`src/rtl/dadw_pkg.sv`:
```
// dadw_pkg: shared types, constants and small tables for the date advance unit.
// Used by dadw_ctrl, dadw_dpath and date_add_days_weekday_unit; depends on nothing.
package dadw_pkg;

    // Input transfer payload
    typedef struct packed {
        logic [4:0]  start_day;
        logic [3:0]  start_month;
        logic [13:0] start_year;
        logic [15:0] days_to_add;
    } t_date_in;

    // Result transfer payload
    typedef struct packed {
        logic [4:0]  new_day;
        logic [3:0]  new_month;
        logic [13:0] new_year;
        logic [2:0]  weekday;
        logic        bad_date;
    } t_date_out;

    typedef enum logic [2:0] {
        S_IDLE,
        S_DIV,
        S_REM,
        S_CHECK,
        S_STEP,
        S_ZSUM,
        S_ZMOD,
        S_OUT
    } t_state;

    // Controller to datapath commands
    typedef struct packed {
        logic load;
        logic div;
        logic rem;
        logic check;
        logic step;
        logic zsum;
        logic zmod;
        logic emit;
    } t_cmd;

    // Datapath to controller status
    typedef struct packed {
        logic bad;
        logic left_zero;
    } t_stat;

    localparam logic [13:0] YEAR_MAX   = 14'd16383;
    localparam logic [12:0] DIV100_MUL = 13'd5243;   // 2^19 / 100, rounded up
    localparam logic [13:0] MOD7_MUL   = 14'd9363;   // 2^16 / 7, rounded up
    localparam logic [3:0]  MONTH_JAN  = 4'd1;
    localparam logic [3:0]  MONTH_FEB  = 4'd2;
    localparam logic [3:0]  MONTH_MAR  = 4'd3;
    localparam logic [3:0]  MONTH_DEC  = 4'd12;
    localparam logic [6:0]  YLO_LAST   = 7'd99;

    // Days in month m; only meaningful for m in 1..12
    function automatic logic [4:0] month_len(input logic [3:0] m, input logic leap);
        logic [4:0] n;
        case (m)
            4'd2:    n = leap ? 5'd29 : 5'd28;
            4'd4:    n = 5'd30;
            4'd6:    n = 5'd30;
            4'd9:    n = 5'd30;
            4'd11:   n = 5'd30;
            default: n = 5'd31;
        endcase
        return n;
    endfunction

    // floor(13 * (mm + 1) / 5) with Jan/Feb taken as months 13/14
    function automatic logic [5:0] zel_shift(input logic [3:0] m);
        logic [5:0] v;
        case (m)
            4'd1:    v = 6'd36;
            4'd2:    v = 6'd39;
            4'd3:    v = 6'd10;
            4'd4:    v = 6'd13;
            4'd5:    v = 6'd15;
            4'd6:    v = 6'd18;
            4'd7:    v = 6'd20;
            4'd8:    v = 6'd23;
            4'd9:    v = 6'd26;
            4'd10:   v = 6'd28;
            4'd11:   v = 6'd31;
            4'd12:   v = 6'd33;
            default: v = 6'd0;
        endcase
        return v;
    endfunction

endpackage

```
`src/rtl/dadw_ctrl.sv`:
```
// dadw_ctrl: sequencer for the date advance unit.
// Depends on dadw_pkg; drives dadw_dpath through t_cmd and reads t_stat.
module dadw_ctrl (
    input  logic            i_clk,
    input  logic            i_rst_n,
    input  logic            start,
    input  dadw_pkg::t_stat i_stat,
    output dadw_pkg::t_cmd  o_cmd,
    output logic            busy,
    output logic            o_done
);

    dadw_pkg::t_state r_state, n_state;
    logic             r_valid, n_valid;

    always_ff @(posedge i_clk) begin
        if (!i_rst_n) begin
            r_state <= dadw_pkg::S_IDLE;
            r_valid <= 1'b0;
        end else begin
            r_state <= n_state;
            r_valid <= n_valid;
        end
    end

    always_comb begin
        n_state = r_state;
        n_valid = 1'b0;
        o_cmd   = '0;
        case (r_state)
            dadw_pkg::S_IDLE: begin
                if (start) begin
                    o_cmd.load = 1'b1;
                    n_state    = dadw_pkg::S_DIV;
                end
            end
            dadw_pkg::S_DIV: begin
                o_cmd.div = 1'b1;
                n_state   = dadw_pkg::S_REM;
            end
            dadw_pkg::S_REM: begin
                o_cmd.rem = 1'b1;
                n_state   = dadw_pkg::S_CHECK;
            end
            dadw_pkg::S_CHECK: begin
                o_cmd.check = 1'b1;
                n_state     = i_stat.bad ? dadw_pkg::S_OUT : dadw_pkg::S_STEP;
            end
            dadw_pkg::S_STEP: begin
                if (i_stat.left_zero) begin
                    n_state = dadw_pkg::S_ZSUM;
                end else begin
                    o_cmd.step = 1'b1;
                end
            end
            dadw_pkg::S_ZSUM: begin
                o_cmd.zsum = 1'b1;
                n_state    = dadw_pkg::S_ZMOD;
            end
            dadw_pkg::S_ZMOD: begin
                o_cmd.zmod = 1'b1;
                n_state    = dadw_pkg::S_OUT;
            end
            dadw_pkg::S_OUT: begin
                o_cmd.emit = 1'b1;
                n_valid    = 1'b1;
                n_state    = dadw_pkg::S_IDLE;
            end
            default: begin
                n_state = dadw_pkg::S_IDLE;
            end
        endcase
    end

    assign busy   = (r_state != dadw_pkg::S_IDLE);
    assign o_done = r_valid;

endmodule

```
`src/rtl/dadw_dpath.sv`:
```
// dadw_dpath: date registers, month stepper, year split and weekday arithmetic.
// Depends on dadw_pkg; sequenced by dadw_ctrl through t_cmd.
module dadw_dpath (
    input  logic               i_clk,
    input  logic               i_rst_n,
    input  dadw_pkg::t_cmd     i_cmd,
    input  dadw_pkg::t_date_in i_item,
    output dadw_pkg::t_stat    o_stat,
    output dadw_pkg::t_date_out o_res
);

    logic [4:0]  r_day;
    logic [3:0]  r_month;
    logic [13:0] r_year;
    logic [15:0] r_left;
    logic [7:0]  r_yhi;     // year / 100
    logic [6:0]  r_ylo;     // year % 100
    logic        r_bad;
    logic [10:0] r_sum;
    logic [7:0]  r_q;
    dadw_pkg::t_date_out r_res;

    logic        w_leap;
    logic [4:0]  w_len;
    logic [4:0]  w_rest;
    logic [26:0] w_div_prod;
    logic [13:0] w_hund;
    logic        w_early;
    logic [7:0]  w_j;
    logic [6:0]  w_k;
    logic [10:0] w_sum;
    logic [24:0] w_mod_prod;
    logic [10:0] w_rem7;

    // y%4 follows from y%100; y%400 from (y/100)%4
    assign w_leap = (r_ylo[1:0] == 2'd0) && ((r_ylo != 7'd0) || (r_yhi[1:0] == 2'd0));
    assign w_len  = dadw_pkg::month_len(r_month, w_leap);
    assign w_rest = w_len - r_day;

    assign o_stat.bad = (r_month == 4'd0) || (r_month > dadw_pkg::MONTH_DEC) ||
                        (r_day == 5'd0) || (r_day > w_len);
    assign o_stat.left_zero = (r_left == 16'd0);

    assign w_div_prod = 27'(r_year) * 27'(dadw_pkg::DIV100_MUL);
    assign w_hund     = 14'(r_yhi) * 14'd100;

    // Zeller on year + 400, Jan/Feb belong to the year before
    assign w_early = (r_month < dadw_pkg::MONTH_MAR);
    always_comb begin
        w_k = r_ylo;
        w_j = r_yhi + 8'd4;
        if (w_early) begin
            if (r_ylo == 7'd0) begin
                w_k = dadw_pkg::YLO_LAST;
                w_j = r_yhi + 8'd3;
            end else begin
                w_k = r_ylo - 7'd1;
            end
        end
    end

    assign w_sum = 11'(r_day) + 11'(dadw_pkg::zel_shift(r_month)) + 11'(w_k) +
                   11'(w_k >> 2) + 11'(w_j >> 2) + 11'(w_j) * 11'd5 + 11'd6;

    assign w_mod_prod = 25'(r_sum) * 25'(dadw_pkg::MOD7_MUL);
    assign w_rem7     = r_sum - 11'(r_q) * 11'd7;

    always_ff @(posedge i_clk) begin
        if (i_cmd.load) begin
            r_day   <= i_item.start_day;
            r_month <= i_item.start_month;
            r_year  <= i_item.start_year;
            r_left  <= i_item.days_to_add;
        end
        if (i_cmd.div) begin
            r_yhi <= w_div_prod[26:19];
        end
        if (i_cmd.rem) begin
            r_ylo <= 7'(r_year - w_hund);
        end
        if (i_cmd.check) begin
            r_bad <= o_stat.bad;
        end
        if (i_cmd.step) begin
            if (r_left > 16'(w_rest)) begin
                r_left <= r_left - 16'(w_rest) - 16'd1;
                r_day  <= 5'd1;
                if (r_month == dadw_pkg::MONTH_DEC) begin
                    r_month <= dadw_pkg::MONTH_JAN;
                    if (r_year == dadw_pkg::YEAR_MAX) begin
                        r_year <= 14'd0;
                        r_yhi  <= 8'd0;
                        r_ylo  <= 7'd0;
                    end else begin
                        r_year <= r_year + 14'd1;
                        if (r_ylo == dadw_pkg::YLO_LAST) begin
                            r_ylo <= 7'd0;
                            r_yhi <= r_yhi + 8'd1;
                        end else begin
                            r_ylo <= r_ylo + 7'd1;
                        end
                    end
                end else begin
                    r_month <= r_month + 4'd1;
                end
            end else begin
                r_day  <= r_day + 5'(r_left);
                r_left <= 16'd0;
            end
        end
        if (i_cmd.zsum) begin
            r_sum <= w_sum;
        end
        if (i_cmd.zmod) begin
            r_q <= w_mod_prod[23:16];
        end
        if (i_cmd.emit) begin
            r_res.new_day   <= r_day;
            r_res.new_month <= r_month;
            r_res.new_year  <= r_year;
            r_res.weekday   <= r_bad ? 3'd0 : w_rem7[2:0];
            r_res.bad_date  <= r_bad;
        end
    end

    assign o_res = r_res;

    a_step_month: assert property (@(posedge i_clk) disable iff (!i_rst_n)
        i_cmd.step |-> (r_month != 4'd0) && (r_month <= dadw_pkg::MONTH_DEC))
        else $error("month out of range while stepping");

    a_step_day: assert property (@(posedge i_clk) disable iff (!i_rst_n)
        i_cmd.step |-> (r_day != 5'd0) && (r_day <= w_len))
        else $error("day beyond month length while stepping");

    a_ylo_range: assert property (@(posedge i_clk) disable iff (!i_rst_n)
        (i_cmd.step || i_cmd.zsum) |-> (r_ylo <= dadw_pkg::YLO_LAST))
        else $error("year-in-century out of range");

    a_bad_weekday: assert property (@(posedge i_clk) disable iff (!i_rst_n)
        (i_cmd.emit && r_bad) |=> (o_res.weekday == 3'd0) && o_res.bad_date)
        else $error("invalid start must give weekday zero");

endmodule

```
`src/rtl/date_add_days_weekday_unit.sv`:
```
// date_add_days_weekday_unit: top level of the Gregorian date advance unit.
// Depends on dadw_pkg, dadw_ctrl and dadw_dpath.
//
//  channel   ports                         transfer when
//  -------   ---------------------------   ------------------------------
//  item in   start, busy, i_item           start high and busy low
//  result    o_done, o_res                 o_done high (one cycle, no stall)
//
// The stepper retires one month per cycle, one step for each month boundary
// crossed (up to about 2150 for 65535 days), plus one when the count ends
// inside a month. An invalid start date goes from the check straight to the
// result, skipping the stepper and the weekday arithmetic.
// The start year is split into century and year-in-century once per item,
// then both are kept up to date incrementally for the leap rule and weekday.
// busy drops in the cycle o_done rises, so the next item can transfer then.
// Synchronous active-low reset returns the sequencer to idle, no result pending.
module date_add_days_weekday_unit (
    input  logic                 i_clk,
    input  logic                 i_rst_n,
    input  logic                 start,
    input  dadw_pkg::t_date_in   i_item,
    output logic                 busy,
    output logic                 o_done,
    output dadw_pkg::t_date_out  o_res
);

    dadw_pkg::t_cmd  w_cmd;
    dadw_pkg::t_stat w_stat;

    // Sequencer: accept, split year, check, step months, weekday, emit; a bad date goes from check to emit
    dadw_ctrl u_ctrl (
        .i_clk   (i_clk),
        .i_rst_n (i_rst_n),
        .start   (start),
        .i_stat  (w_stat),
        .o_cmd   (w_cmd),
        .busy    (busy),
        .o_done  (o_done)
    );

    // Date registers and arithmetic; result register holds until next emit
    dadw_dpath u_dpath (
        .i_clk   (i_clk),
        .i_rst_n (i_rst_n),
        .i_cmd   (w_cmd),
        .i_item  (i_item),
        .o_stat  (w_stat),
        .o_res   (o_res)
    );

endmodule
```
`config.mk`:
```
export PLATFORM = sky130hd
export DESIGN_NAME = date_add_days_weekday_unit
export DESIGN_NICKNAME = d
export VERILOG_FILES = /design/src/rtl/dadw_pkg.sv /design/src/rtl/dadw_ctrl.sv /design/src/rtl/dadw_dpath.sv /design/src/rtl/date_add_days_weekday_unit.sv
export SDC_FILE = /design/constraint.sdc
export NUM_CORES = 1
export LEC_CHECK = 0
export ABC_AREA = 1
export BUFFER_PORTS_ARGS = -buffer_cell sky130_fd_sc_hd__buf_2
export CAP_MARGIN = 20
export CELL_PAD_IN_SITES_DETAIL_PLACEMENT = 0
export CELL_PAD_IN_SITES_GLOBAL_PLACEMENT = 1
export CORE_MARGIN = 2
export CORE_UTILIZATION = 29
export DETAILED_ROUTE_END_ITERATION = 16
export HOLD_SLACK_MARGIN = 0.02
export PLACE_DENSITY_LB_ADDON = 0.3
export SLEW_MARGIN = 40
export SYNTH_ARGS = -nofsm -noshare
export SYNTH_HDL_FRONTEND = slang
export SYNTH_SLANG_ARGS = --single-unit
```
`constraint.sdc`:
```
create_clock -name i_clk -period 4.6 [get_ports i_clk]
set_input_delay 0.23 -clock i_clk [delete_from_list [all_inputs] [get_ports i_clk]]
set_output_delay 0.23 -clock i_clk [all_outputs]
set_load 0.01 [all_outputs]
```
==> results of run 1 <==
-- per-layer routing --
layer	vias up	routed length, um
li1	5221	-
met1	4779	15600
met2	92	15500
met3	25	719
met4	0	378
met5	-	0
-- Yosys cell counts, types with 2 or more instances --
cell type / instances / area (um^2)
sky130_fd_sc_hd__nor2_8: 2 / 40.0
sky130_fd_sc_hd__nand2_4: 2 / 22.5
sky130_fd_sc_hd__a31oi_1: 4 / 25.0
sky130_fd_sc_hd__o211ai_1: 3 / 22.5
sky130_fd_sc_hd__mux2_2: 17 / 191
sky130_fd_sc_hd__edfxtp_1: 63 / 1890
sky130_fd_sc_hd__nand3b_1: 4 / 30.0
sky130_fd_sc_hd__o21a_1: 3 / 22.5
sky130_fd_sc_hd__nand3_2: 2 / 20.0
sky130_fd_sc_hd__o21ai_1: 11 / 55.1
sky130_fd_sc_hd__nand3_1: 69 / 345
sky130_fd_sc_hd__buf_6: 2 / 22.5
sky130_fd_sc_hd__o31ai_1: 3 / 22.5
sky130_fd_sc_hd__nand2_1: 264 / 991
sky130_fd_sc_hd__buf_2: 6 / 30.0
sky130_fd_sc_hd__clkbuf_1: 4 / 15.0
sky130_fd_sc_hd__a21oi_1: 63 / 315
sky130_fd_sc_hd__or2_2: 5 / 31.3
sky130_fd_sc_hd__ha_1: 224 / 2800
sky130_fd_sc_hd__xor2_2: 3 / 48.8
sky130_fd_sc_hd__nor2_2: 4 / 25.0
sky130_fd_sc_hd__a22o_1: 3 / 26.3
sky130_fd_sc_hd__o21ai_4: 2 / 32.5
sky130_fd_sc_hd__a21o_1: 7 / 52.6
sky130_fd_sc_hd__inv_1: 299 / 1120
sky130_fd_sc_hd__o2111ai_1: 2 / 17.5
sky130_fd_sc_hd__nor2_1: 81 / 304
sky130_fd_sc_hd__nor3_1: 20 / 100
sky130_fd_sc_hd__o22ai_1: 2 / 12.5
sky130_fd_sc_hd__o21ai_0: 58 / 290
sky130_fd_sc_hd__dfxtp_1: 43 / 861
sky130_fd_sc_hd__xor2_1: 51 / 447
sky130_fd_sc_hd__a211oi_1: 6 / 45.0
sky130_fd_sc_hd__nand4_1: 17 / 106
sky130_fd_sc_hd__and2_1: 4 / 25.0
sky130_fd_sc_hd__o21bai_1: 7 / 52.6
sky130_fd_sc_hd__xnor2_1: 22 / 193
sky130_fd_sc_hd__fa_1: 111 / 2220
sky130_fd_sc_hd__nor2_4: 3 / 33.8
sky130_fd_sc_hd__inv_2: 8 / 30.0
-- repair_timing --
item / in CTS / in global routing
setup buffers: 6 / 4
endpoints found under the setup margin: 11 / 20
pin swaps: 19 / 29
resized for setup: 21 / 80
-- cell families (layout without fill, tap and decap cells) --
| group | Yosys count | after routing |
|---|---|---|
| adders and majority gates | 335 | 335 |
| and+or+nand+nor | 484 | 484 |
| buffers and inverters | 323 | 498 |
| AOI/OAI and AO/OA | 176 | 176 |
| DFF | 106 | 106 |
| muxes | 18 | 18 |
| xor gates and xnor gates | 76 | 76 |
-- path summary, 6_finish.rpt --
| path | endpoint | slack, ns | cells past startpoint |
|---|---|---|---|
| setup / recovery | u_dpath.r_sum[8]$_DFFE_PP_ | -0.04 | 18 |
| hold / removal | u_dpath.r_left[7]$_DFFE_PP_ | 0.14 | 3 |
| setup reg to reg | u_dpath.r_sum[8]$_DFFE_PP_ | -0.04 | 18 |
| hold reg to reg | u_dpath.o_res[0]$_DFFE_PP_ | 0.52 | 0 |
-- registers in the layout, indices dropped and copies added (netlist names), named ones only --
name             flops
u_ctrl.o_done        1
u_ctrl.r_state       3
u_dpath.o_res       27
u_dpath.r_bad        1
u_dpath.r_day        5
u_dpath.r_left      16
u_dpath.r_month      4
u_dpath.r_q          3
u_dpath.r_sum       11
u_dpath.r_year      14
u_dpath.r_yhi        8
u_dpath.r_ylo        7
-- cell usage in the layout, fill, tap and decap left out, types with 13 or more instances in the layout --
| master | synthesis | final |
|---|---|---|
| sky130_fd_sc_hd__o21ai_0 | 58 | 53 |
| sky130_fd_sc_hd__buf_4 | 1 | 100 |
| sky130_fd_sc_hd__a21oi_1 | 63 | 49 |
| sky130_fd_sc_hd__inv_1 | 299 | 296 |
| sky130_fd_sc_hd__xor2_1 | 51 | 48 |
| sky130_fd_sc_hd__dfxtp_1 | 43 | 34 |
| sky130_fd_sc_hd__buf_2 | 6 | 70 |
| sky130_fd_sc_hd__nand3_1 | 69 | 63 |
| sky130_fd_sc_hd__nand4_1 | 17 | 17 |
| sky130_fd_sc_hd__xnor2_1 | 22 | 21 |
| sky130_fd_sc_hd__ha_4 | 0 | 17 |
| sky130_fd_sc_hd__nor2_2 | 4 | 13 |
| sky130_fd_sc_hd__mux2_2 | 17 | 17 |
| sky130_fd_sc_hd__nand2_1 | 264 | 255 |
| sky130_fd_sc_hd__ha_1 | 224 | 204 |
| sky130_fd_sc_hd__fa_1 | 111 | 107 |
| sky130_fd_sc_hd__nor2_1 | 81 | 71 |
| sky130_fd_sc_hd__nor3_1 | 20 | 17 |
| sky130_fd_sc_hd__edfxtp_1 | 63 | 63 |
-- worst register-to-register path, stage by stage (launching register included) --
cell and delay (ns):
sky130_fd_sc_hd__edfxtp_1 0.40, sky130_fd_sc_hd__ha_2 0.21, sky130_fd_sc_hd__fa_2 0.35, sky130_fd_sc_hd__a21oi_2 0.16
sky130_fd_sc_hd__nor2_2 0.05, sky130_fd_sc_hd__nor2_2 0.14, sky130_fd_sc_hd__xor2_1 0.19, sky130_fd_sc_hd__fa_1 0.44
sky130_fd_sc_hd__inv_1 0.08, sky130_fd_sc_hd__fa_1 0.43, sky130_fd_sc_hd__fa_1 0.54, sky130_fd_sc_hd__fa_1 0.45
sky130_fd_sc_hd__ha_4 0.33, sky130_fd_sc_hd__nand2_4 0.06, sky130_fd_sc_hd__o21ai_2 0.15, sky130_fd_sc_hd__a21o_1 0.12
sky130_fd_sc_hd__a21o_1 0.12, sky130_fd_sc_hd__a21oi_2 0.05, sky130_fd_sc_hd__xor2_1 0.13
-- cell type report --
cell class | count | area [um^2] | area share [%]
multi-input cells | 1089 | 9610 | 61.1
flip-flops and latches | 106 | 2770 | 17.6
inverters | 309 | 1170 | 7.44
repair buffers | 173 | 1150 | 7.32
well taps | 592 | 741 | 4.71
clock buffers | 9 | 225 | 1.43
clock inverters | 7 | 60.1 | 0.382
-- through the flow --
stage | TNS, ns | setup slack [ns] | util (%) | cells | hold slack, ns
detailed placement | -0.908 | -0.231 | 33.6 | 2259 | 0.509
floorplan | -0.0704 | -0.0704 | - | 1518 | 0.402
global placement | -0.594 | -0.166 | 33.5 | 2258 | 0.504
finish | -0.0821 | -0.0444 | 35.4 | 2285 | 0.137
global route | -1.12 | -0.244 | 35.4 | 2285 | 0.131
CTS | -0.237 | -0.0874 | 34.5 | 2281 | 0.106
==> results, run 1 <==
- The beginning of the worst register-to-register path is u_dpath.r_day[0]$_DFFE_PP_.
- The flip-flop cell with the highest count after synthesis is sky130_fd_sc_hd__edfxtp_1.
- The total half-perimeter wirelength after legalization and detailed placement is 27600 um.
- The total count of max-transition violations in the final report is 0.
- Yosys printed 0 warnings.
- The worst pin sits at a relative slew slack of 55.5%.
- The largest fanout on the critical path is 5.
- The remaining antenna violation count after routing is 0.
- TritonCTS created 9 clock buffers.
- For the worst-skew pair, the clock arrives at the later sink with an insertion delay of 0.38 ns.
- The effective utilization at floorplan is 29.5%.
- Once placement finished, the instance area stood at 14900 um^2.
- The number of enable-type register cells in the synthesized netlist is 63.
- The TritonCTS clock tree is done.
- After the first detailed-routing iteration, the DRC count stood at 436.
- The CTS H-tree depth is 3.
- After detailed routing, the average wire length per cell comes to 14.1 um.
- From left edge to right edge, the die measures 216 um.
- After floorplanning, the core was sized to cover 44400 um^2.
- Global routing consumed, on the met3 layer, 1.98% of the routing resources.
- The finished cells cover 15700 um^2.
- After Yosys synthesis, and, or, nand and nor cells account for 16.5% of the synthesized area.
- The kind of end point of the critical path is a register.
- Port buffering added 70 buffers.
- The tightest min-delay check is of the in -> reg type.
- The pre-antenna-repair detailed-routing pass consisted of 4 iterations.
- The critical path goes through ha_2 > fa_2 > a21oi_2 > nor2_2 > nor2_2 > xor2_1 > fa_1 > inv_1 > fa_1 > fa_1 > fa_1 > ha_4 > nand2_4 > o21ai_2 > a21o_1 > a21o_1 > a21oi_2 > xor2_1.
- The main combinational cell family by area after synthesis is adder cells.
- The synthesized-area fraction occupied by ao, oa, aoi and oai cells is 7.71%.
- In the post-route analysis, the smallest setup slack over all paths is -0.0444 ns.
- The I/O pin count is 71.
- Fill cells in the final layout number 4621.
- The total of max-cap violations is 0.
- Using the TritonRoute via totals, the vias-per-cell ratio works out to 4.43.
- The global-route track usage on met2 is 24.3%.
- The combined buffer and inverter count along the critical path is 1.
- The area of the die is 46800 um^2.
- Data on the critical path is required at its endpoint by 4.74 ns.
- The share of synthesized area spent on multiplexers is 1.54%.
- Among cell families on the critical path, the largest total delay comes from adder cells.
- The data arrival time at the worst-slack endpoint is 4.78 ns.
- The final reports fail on negative setup slack.
- Summing every instance area after synthesis gives 13100 um^2.
- Tracing the worst setup path back leads to its startpoint at u_dpath.r_day[0]$_DFFE_PP_.
- The count of hold buffers inserted by post-cts repair is 0.
- At the pin with the least slew margin, the transition time is 0.667 ns.
- Relative to the synthesized area, the layout overhead comes to 20.2%.
- The count of endpoints failing hold in the final timing report is 0.
- Derived from the worst setup path, the maximum achievable clock frequency is 215 MHz.
- In the finished design, the share of the clock period the worst path needs comes to 101%.
- The clock drives 106 sinks.
- The register area share after synthesis is 21.0%.
- The total global-route track usage is 14.2%.
- The synthesized design contains 106 register bits.
- For this run, global-route usage on met1 was measured as 19.3%.
- The library cell used as clock root buffer is sky130_fd_sc_hd__clkbuf_16.
- Of the total synthesized cell area, the portion taken by full adders, half adders and majority gates is 38.4%.
- The worst path in the final design needs a cycle of 4.64 ns, including I/O delays and setup.
- The post-synthesis async set-or-reset flop share is 0%.
- The post-synthesis xor/xnor area fraction is 5.26%.
- The total DRC errors in the routed layout is 0.
- The number of antenna diodes in the final layout is 0.
- The startpoint type of the worst setup path is a register.
- The initial antenna violation count is 0.
- The most used routing layer in global routing is met2.
- After global routing the overflow that remains totals 0.
- The critical hold path startpoint is i_item[7].
- Entering global routing, the biggest net connects 27 pins.
- Routability-driven placement finished with a final weighted congestion of 0.829.
- The placement row count is 77.
- The distinct cell type count after synthesis is 54.
- On the critical path, the stage with the largest delay is an instance of sky130_fd_sc_hd__fa_1.
- Counting along the longest clock path gives a buffer depth of 2.
- The overall routed net length is 32200 um.
- By startpoint and endpoint, the worst setup path is classified as reg -> reg.
- The flow ran to the end, but the final reports show violations.
- In the final layout, the share of cells above drive strength 1 is 20.0%.
- The overall die height is 216 um.
- Synthesis handed over a netlist of 1518 instances.
- After synthesis, the mean cell area works out to 8.62 um^2.
- Setup repair after global routing could not meet its margin everywhere.
- Setup violations remaining at the end of the flow were counted as 3.
- The number of global-route vias before repair is 10.5k.
- The detailed router placed 10.1k vias in this run.
- On the worst path, the slowest cell contributes a delay of 0.54 ns.
- The number of nets produced by synthesis is 1895.
- The first global-routing pass estimated 53300 um of wire.
- The clock-pin transition on the worst setup and hold timing paths is 0.09 ns.
- The net total in the final layout is 2065.
- The clock arrives with 0.0181 ns of skew.
- By instance count, the cell type seen most on the critical path is sky130_fd_sc_hd__fa_1.
Power of run 1 is not shown: default switching activity piles up to over one toggle a cycle in this logic, so the estimate is an artifact.
==> inputs of run 2 (changes only) <==
--- a/config.mk
+++ b/config.mk
@@ -15,6 +15,7 @@
 export DETAILED_ROUTE_END_ITERATION = 16
 export HOLD_SLACK_MARGIN = 0.02
 export PLACE_DENSITY_LB_ADDON = 0.3
+export SETUP_SLACK_MARGIN = 0.5
 export SLEW_MARGIN = 40
 export SYNTH_ARGS = -nofsm -noshare
 export SYNTH_HDL_FRONTEND = slang
==> results, run 2 (same netlist as run 1, synthesis figures left out) <==
- The root buffer cell chosen for the clock tree is sky130_fd_sc_hd__clkbuf_16.
- For this run, design rule violations remaining after detail routing come to 0.
- The later pin in the worst-skew pair is clocked with a latency of 0.38 ns.
- The first global-routing pass estimated 54400 um of wire.
- The core region area is 44400 um^2.
- The startpoint type of the worst setup path is a register.
- The layout overhead on the synthesized area is 28.8%.
- The floorplan step defined a die boundary enclosing 46800 um^2.
- The largest fanout on the critical path is 6.
- The sink count of the clock tree is 106.
- The standard cell area after detailed placement is 15000 um^2.
- The net total in the final layout is 2093.
- The total negative slack for setup checks is 0 ns.
- The remaining antenna violation count after routing is 0.
- TritonCTS created 9 clock buffers.
- The average wire length per cell after detail routing is 14.5 um.
- The total count of max-transition violations in the final report is 0.
- The overall overflow remaining after global route is 0.
- In this run the critical register-to-register path is launched from u_dpath.r_day[2]$_DFFE_PP_.
- The critical path is of the reg -> reg type.
- After routing the design area is 16900 um^2.
- The proportion of layout cells with a drive suffix above 1 is 29.4%.
- The slew of the pin with the lowest slew margin is 0.879 ns.
- Max-cap violations in this run came to 0.
- The tightest hold path in the finished design has a slack of 0.131 ns.
- The finished layout holds 2313 standard cells, fillers aside.
- The dominant cell type by count on the critical path is sky130_fd_sc_hd__fa_1.
- For this design the top-level I/O count stands at 71.
- The flip-flop count of the largest register, all copies and words added is 27.
- Entering global routing, the biggest net connects 27 pins.
- The maximum buffer depth of the clock tree is 2.
- For the finished layout, the period the worst path requires is 4.57 ns.
- The total half-perimeter wirelength after legalization and detailed placement is 27700 um.
- Derived from the worst setup path, the maximum achievable clock frequency is 219 MHz.
- The initial utilization of the core area, before any placement, comes to 29.5%.
- The class of the tightest hold or removal check is in -> reg.
- Setup repair after global routing could not meet its margin everywhere.
- The signal on the critical path passes through ha_4 > a21oi_2 > inv_1 > a31oi_4 > xor2_2 > fa_1 > fa_1 > inv_1 > fa_1 > inv_1 > fa_1 > ha_4 > a21oi_4 > o21ai_2 > a21o_1 > a21o_1 > a21oi_2 > xor2_1.
- The die is 216 um tall.
- The initial antenna violation count is 0.
- Tracing the worst setup path back leads to its startpoint at u_dpath.r_day[2]$_DFFE_PP_.
- On the worst path, the slowest cell contributes a delay of 0.52 ns.
- The worst register-to-register path has a depth of 18.
- The worst slew margin relative to its limit is 41.2%.
- STA classifies the critical path endpoint as a register.
- Leaving out fill and tap cells, the most frequent cells in the layout are sky130_fd_sc_hd__inv_1, sky130_fd_sc_hd__nand2_1, sky130_fd_sc_hd__ha_1.
- The vias after detailed routing is 10.4k.
- The data required time of the critical path is 4.73 ns.
- The clock-pin transition on the worst setup and hold timing paths is 0.08 ns.
- The placement row count is 77.
- The post-route clock period utilization is 99.4%.
- The overall routed net length is 33500 um.
- The count of hold buffers inserted by post-cts repair is 0.
- The largest individual stage delay along the critical path comes from the cell sky130_fd_sc_hd__fa_1.
- The first detailed-routing pass ran for 5 iterations.
- Across all register-to-register paths, the minimum setup slack is 0.03 ns.
- The cell count after placement is 2247.
- The CTS H-tree depth is 3.
- The number of input and output port buffers inserted is 70.
- The total global-route track usage is 14.5%.
- The final-report setup violation count is 0.
- Leaving out fill and tap cells, the most frequent cell in the layout is sky130_fd_sc_hd__inv_1.
- The data arrival time at the worst-slack endpoint is 4.70 ns.
- After detailed routing, the number of vias per cell comes to 4.48.
- The number of global-route vias before repair was 10.5k.
- The count of endpoints failing hold in the final timing report came to 0.
- The total inserted antenna cells is 0.
- The chip width is 216 um.
- Routability-driven placement finished with a final weighted congestion of 0.847.
- The run finished with clean final reports.
- In this run the critical register-to-register path is captured at u_dpath.r_sum[8]$_DFFE_PP_.
- Across the routed clock network, the largest skew measured is 0.0208 ns.
- The TritonCTS clock tree is done.
- The DRC marker count from the first detailed-route iteration is 461.
- The capture point of the critical path is u_dpath.r_sum[8]$_DFFE_PP_.
run 2: cell types whose count changed in the layout (fill, tap and decap cells not counted), sizes merged:
cell	before	now
clkinvlp	1	0
clkinv	3	2
inv	312	311
bufinv	0	3
buf	173	201
run 2: worst min-delay path by stage:
| stage | slack [ns] | from | cells after the start | to |
|---|---|---|---|---|
| finish | 0.13 | i_item[15] | 3 | u_dpath.r_left[15]$_DFFE_PP_ |
| global route | 0.14 | i_item[4] | 3 | u_dpath.r_left[4]$_DFFE_PP_ |
| CTS | 0.11 | i_item[15] | 3 | u_dpath.r_left[15]$_DFFE_PP_ |
| detailed placement | 0.50 | u_dpath.r_bad$_DFFE_PP_ | 0 | u_dpath.o_res[0]$_DFFE_PP_ |
| global placement | 0.50 | u_dpath.r_bad$_DFFE_PP_ | 0 | u_dpath.o_res[0]$_DFFE_PP_ |
| floorplan | 0.40 | i_rst_n | 2 | u_ctrl.r_state[1]$_SDFFE_PN0P_ |
run 2: worst max-delay path: cells and delay by family, from the launching register on:
| family | cells | cell delay (ns) |
|---|---|---|
| adder cells (fa/ha/maj) | 6 | 2.49 |
| AO/OA/AOI/OAI | 7 | 0.96 |
| flip-flops | 1 | 0.44 |
| XOR/XNOR | 2 | 0.27 |
| buffers and inverters | 3 | 0.17 |
run 2: metal layers:
layer  global-route usage [%]  vias up  wire [um]
met5                        0        -          0
met4                     2.69        0        289
met3                     1.77       17        672
met2                     24.9      101      16700
met1                     19.7     4952      15900
li1                         -     5287          -
run 2: final cells by class:
type                            instances  area, um^2
Fill cell                            4482       27600
Sequential cell                       106        2800
Multi-Input combinational cell       1089       10300
Timing Repair Buffer                  201        1440
Clock buffer                            9         225
Tap cell                              592         741
Clock inverter                          7         135
Inverter                              309        1180
run 2: timing repair:
action / in CTS / in global routing
endpoints found under the hold margin: 0 / 0
pin swaps: 125 / 79
setup endpoints to repair: 36 / 26
setup buffers: 36 / 14
gates resized for setup: 170 / 95
run 2: metrics by stage:
step                utilization [%]  setup WS [ns]
CTS                            36.9        -0.0481
global route                   37.9         -0.202
global placement               33.7        -0.0537
floorplan                         -         0.0559
finish                         37.9         0.0281
detailed placement             33.7        -0.0812
Power of run 2 is left out for the same reason.
